$ cat config.mk
export PLATFORM = sky130hd
export DESIGN_NAME = cmb_ctrl
export DESIGN_NICKNAME = d
export VERILOG_FILES = /design/src/sv/cmb_pkg.sv /design/src/sv/cmb_ctrl.sv
export SDC_FILE = /design/constraint.sdc
export NUM_CORES = 1
export LEC_CHECK = 0
export BUFFER_PORTS_ARGS = -buffer_cell sky130_fd_sc_hd__buf_4
export CAP_MARGIN = 20
export CORE_AREA = 2 2 39 41
export CTS_CLUSTER_DIAMETER = 120
export DETAILED_ROUTE_END_ITERATION = 8
export DIE_AREA = 0 0 41 43
export GPL_ROUTABILITY_DRIVEN = 0
export PLACE_DENSITY_LB_ADDON = 0.12
export REMOVE_ABC_BUFFERS = 1
export SLEW_MARGIN = 25
export SYNTH_ARGS = -nofsm -noshare
export SYNTH_HDL_FRONTEND = slang
export SYNTH_SLANG_ARGS = --single-unit
export TNS_END_PERCENT = 10
$ cat constraint.sdc
create_clock -name clk -period 0.8 [get_ports clk]
set_input_delay 0.08 -clock clk [delete_from_list [all_inputs] [get_ports clk]]
set_output_delay 0.08 -clock clk [all_outputs]
set_load 0.05 [all_outputs]
$ cat src/sv/cmb_pkg.sv
`timescale 1ns / 1ps
`default_nettype none
// ----------------------------------------------------------------------------
// cmb_pkg
// Shared constants, codes and controller/datapath handshake types for the
// cluster membership bookkeeper.
// ----------------------------------------------------------------------------
package cmb_pkg;

  localparam int MAX_GROUPS_DEF   = 256;
  localparam int MAX_FEATURES_DEF = 32;

  localparam int GROUP_W = 8;   // group and target class fields
  localparam int BITS_W  = 32;  // feature bits field
  localparam int OUT_W   = 9;   // class and count result fields
  localparam int GIU_W   = 9;   // groups_in_use register
  localparam int FIU_W   = 6;   // features_in_use register
  localparam int CFG_W   = 9;   // config write data
  localparam int SUM_W   = 9;   // one per-class feature sum

  localparam logic [GIU_W-1:0] GIU_RESET = 9'd256;
  localparam logic [FIU_W-1:0] FIU_RESET = 6'd32;

  typedef enum logic [1:0] {
    OP_LOAD   = 2'd0,
    OP_MOVE   = 2'd1,
    OP_REMOVE = 2'd2,
    OP_RSVD   = 2'd3
  } op_t;

  typedef enum logic {
    REG_GROUPS   = 1'b0,
    REG_FEATURES = 1'b1
  } cfg_reg_t;

  // controller -> datapath
  typedef struct packed {
    logic clear_step;  // clearing pass, one row per cycle
    logic accept;      // capture the input item
    logic rd_prev;     // read count/sum rows of the old class
    logic upd_prev;    // write back the old class
    logic upd_tgt;     // write back the new class, group row and result
  } cmd_t;

  // datapath -> controller
  typedef struct packed {
    logic clear_done;
    logic out_busy;
  } sts_t;

endpackage
`default_nettype wire

$ cat src/sv/cmb_ctrl.sv
`timescale 1ns / 1ps
`default_nettype none
// ----------------------------------------------------------------------------
// cmb_ctrl
// Sequencer: clearing pass after reset, then accept / read old class /
// write old class / write new class and result for each item.
// ----------------------------------------------------------------------------
module cmb_ctrl (
  input  logic          clk,
  input  logic          rst,
  input  logic          in_valid,
  output logic          in_ready,
  input  cmb_pkg::sts_t sts,
  output cmb_pkg::cmd_t cmd
);
  import cmb_pkg::*;

  typedef enum logic [2:0] {
    S_CLEAR,
    S_IDLE,
    S_RD_PREV,
    S_WR_PREV,
    S_WR_TGT
  } state_t;

  state_t state;

  always_ff @(posedge clk) begin
    if (rst) begin
      state <= S_CLEAR;
    end else begin
      unique case (state)
        S_CLEAR:   if (sts.clear_done) state <= S_IDLE;
        S_IDLE:    if (in_valid) state <= S_RD_PREV;
        S_RD_PREV: state <= S_WR_PREV;
        S_WR_PREV: state <= S_WR_TGT;
        S_WR_TGT:  if (!sts.out_busy) state <= S_IDLE;
        default:   state <= S_CLEAR;
      endcase
    end
  end

  always_comb begin
    in_ready       = (state == S_IDLE);
    cmd.clear_step = (state == S_CLEAR);
    cmd.accept     = (state == S_IDLE) && in_valid;
    cmd.rd_prev    = (state == S_RD_PREV);
    cmd.upd_prev   = (state == S_WR_PREV);
    // hold here until the result register is free
    cmd.upd_tgt    = (state == S_WR_TGT) && !sts.out_busy;
  end

endmodule
`default_nettype wire

* Word-level counts from Yosys, hierarchy flattened
Index checks and enable logic that the tools add are counted.
** Storage, ports and cells
- Flip-flop bits (word level) :: 3
- Latch bits :: 0
- Bits in writable memories :: 0
- Bits in read-only memories :: 0
- Input port bits :: 5
- Output and inout port bits :: 6
- Word-level logic and storage cells :: 17
- Memories kept :: 0
** Operators by class
- $add $sub $neg :: 0
- Multipliers :: 0
- Divide/modulo/power cells :: 0
- Magnitude comparators :: 0
- Equality and inequality tests :: 7
- Shift-type cells :: 0
- Mux-type cells :: 4
- Bitwise logic cells :: 0
- Reductions and logical operators :: 5
** Operator list (count)
- $pmux 3 s5 :: 1
- $mux 3 :: 3
- $eq 3x2->1 const B :: 2
- $ne 2x2->1 const B :: 3
- $eq 3x1->1 const B :: 1
- $eq 3x3->1 const B :: 1
- $logic_not 3->1 :: 1
- $reduce_and 3->1 :: 1
- $logic_and 1x1->1 :: 2
- $logic_not 1->1 :: 1

* Depth between registers and ports, before layout
- Word-level depth :: 3
- Gate-level depth with buffers :: 4
- Gate-level depth less buffers :: 3

* Least setup slack after synthesis
No wires, ideal clock.
- Path type :: register -> output
- Start :: register state[0]
- End :: output port cmd[3] (netlist bit)
- Data arrival time :: 1693 ps
- Data required time :: 720 ps
- Setup slack :: -973 ps
- Cell stages (with the launch flop) :: 4
- Path buffers :: 1
- Cell sequence :: dfxtp_1 -> buf_2 -> nor3b_2 -> and2_1
** RTL lines
- from (decl) :: line cmb_ctrl.sv:26 : state_t state;
- from (signal assigned) :: line cmb_ctrl.sv:30 : state <= S_CLEAR;
- from (signal assigned) :: line cmb_ctrl.sv:33 : S_CLEAR: if (sts.clear_done) state <= S_IDLE;
- from (signal assigned) :: line cmb_ctrl.sv:34 : S_IDLE: if (in_valid) state <= S_RD_PREV;
- to (decl) :: line cmb_ctrl.sv:14 : output cmb_pkg::cmd_t cmd

==> flow_summary.toml <==
[timing]
hold_viol = 0
max_freq_mhz = 839
layout_setup_ws_ns = -0.392
fin_crit_ns = 1.19
worst_pin_slew_ns = 0.235
maxSlewViolCount = 0
finalSetupViolations = 9
final.setup.tns_ns = -2.61
fin_worst_skew_ns = 0.0000267
max-slew-margin-rel = 0.843
fin_crit_sh = 1.49
rsz0062_at_grt = "yes"

[power_and_ir_drop]
switching_power_uw = 221
p_leak_nw = 0.165
power_density_mw_per_mm2 = 1690
clkPwrFrac = 0.381
switching_share = 0.322
p_comb_frac = 0.357
intPower_uw = 465
p_seq_frac = 0.262
vdd_drop_max_mv = 0.625
power_uw = 686

[clock_network]
cts_buffers = 3
clk_latency_ns = 0.23
post_cts_buffers = 0
clock_sinks = 3
root_buffer = "clkbuf_4"
htreeDepth = 1
clk_transition_reported_paths_ns = 0.04
clk_path_buf_depth = 2
cts_tree = "done"
cts_hold_buf = 0

[synthesis]
avgSynthCellArea_um2 = 9.10
ys_seq_area_frac = 0.300
ys_ff_latch = 3
syn-instance-count = 22
synth_cell_types = 15
synth_area_um2 = 200
yosysWarnings = 0

[status]
violations = "setup timing"
status = "finished, violations left"

[final_layout]
largestRegisters = "state (3)"
largest_reg_flops = 3
final_nets = 44
largest-register = "state"
final_common_cell = "buf_4"
final_area_um2 = 405
antenna_cells = 0
layout-drive-gt1-share = 0.763
area_growth_pct = 103

[routing]
drc_errors = 0
wl_um = 518
viasPerCell = 4.00
first_iter_violations = 0
wl_per_cell_um = 9.59
drt_pre_antenna_iters = 1
vias = 216
antenna_left = 0

[floorplanning]
dieArea_mm2 = 0.00176
rows = 14
coreArea_mm2 = 0.00138
io_pins = 11
initial_core_util = 0.145
die_y_um = 43
die_x_um = 41

[global_route]
grt_use_met2 = 0.100
antenna_found_initial = 0
grt_overflow_total = 0
met1_usage = 0.0828
grt_pass1_wl_um = 862
grt_pass1_vias = 220
grtUsageTotal = 0.0741
met3_usage = 0.0366
grt-busiest-layer = "met2"
grt_max_degree = 9

[placement]
hpwl_um = 375
placed_cell_area_um2 = 309
io_buffer_count = 10

[setup_path]
cp_top_family = "simple AND/OR/NAND/NOR gates"
cpPeakStageDelay_ns = 0.37
cp_data_required_time_ns = 0.72
r2r_slack_ns = -0.20
worstPathBufferInverterCount = 1
path_max_fanout = 8
criticalPathCategory = "flop to output pin"
critPathArrivalTime_ns = 1.11
cp_cell_sequence = "nor3b_4 > and2_4 > buf_8"
critPathSlowestCell = "dfxtp_4"
start_kind = "flop"
endpoint_kind = "output pin"

[job]
drv_cap = 0

[worst_hold_path]
hold_path_class = "primary input to flop"
-- through the flow --
step,util,std cells,setup WS (ns),hold WS (ns)
global placement,0.223,50,-0.281,0.260
detailed placement,0.223,50,-0.291,0.262
floorplan,-,20,-0.991,0.149
finish,0.293,54,-0.392,0.0158
CTS,0.278,54,-0.394,0.00748
global route,0.293,54,-0.461,0.0105
-- area by class of cell --
type                       count  area (um^2)
multi-input combinational     17          149
clock buffer                   4         26.3
timing repair buffer          14          139
tap                           16         20.0
sequential                     3         71.3
fill                         156          978
-- worst register-to-register path, stage by stage (launching register included) --
cell,delay [ns]
dfxtp_4,0.37
buf_4,0.13
nand2_1,0.04
mux2_2,0.25
nor3_1,0.12
-- logic make-up after synthesis --
group,after synthesis,share of synthesized area
simple gates,13,0.481
compound gates,3,0.0812
mux,1,0.0562
buf+inv,2,0.0812
flops,3,0.300
-- Yosys cell counts --
| master | number | area share |
|---|---|---|
| nor3b_2 | 1 | 0.062 |
| o21ai_0 | 1 | 0.025 |
| dfxtp_1 | 3 | 0.30 |
| a31oi_1 | 1 | 0.031 |
| nor3_1 | 2 | 0.050 |
| and3b_2 | 1 | 0.050 |
| a21oi_1 | 1 | 0.025 |
| nor2_1 | 4 | 0.075 |
| nor4b_1 | 1 | 0.044 |
| buf_6 | 1 | 0.056 |
| and2_1 | 2 | 0.062 |
| buf_2 | 1 | 0.025 |
| nor4b_4 | 1 | 0.12 |
| mux2_2 | 1 | 0.056 |
| nand2_1 | 1 | 0.019 |
-- power groups by stage --
stage | logic (mW) | registers, mW | clock network, mW
after floorplan | 0.115 | 0.180 | 0
after global placement | 0.199 | 0.182 | 0
after detailed placement | 0.200 | 0.183 | 0
after CTS | 0.226 | 0.178 | 0.278
after global routing | 0.259 | 0.183 | 0.291
final | 0.245 | 0.180 | 0.261
-- final timing paths --
path / end / cells after the start / startpoint
worst max-delay path: cmd[3] / 3 / state[2]
worst max register to register: state[1] / 4 / state[0]
worst min register to register: state[1] / 1 / state[2]
worst min-delay path: state[2] / 2 / rst
-- layer usage --
metal | wire length [um] | part of all wire | vias to the layer above
met5 | 0 | 0 | -
met4 | 0 | 0 | 0
met3 | 37 | 0.071 | 0
met2 | 280 | 0.54 | 5
met1 | 200 | 0.39 | 102
li1 | - | - | 109
-- what timing repair did --
| action | in CTS | in global routing |
|---|---|---|
| endpoints found under the setup margin | 9 | 9 |
| gates resized for setup | 16 | 5 |
| pin swaps | 4 | 2 |
Power figures use the tool's default switching activity.
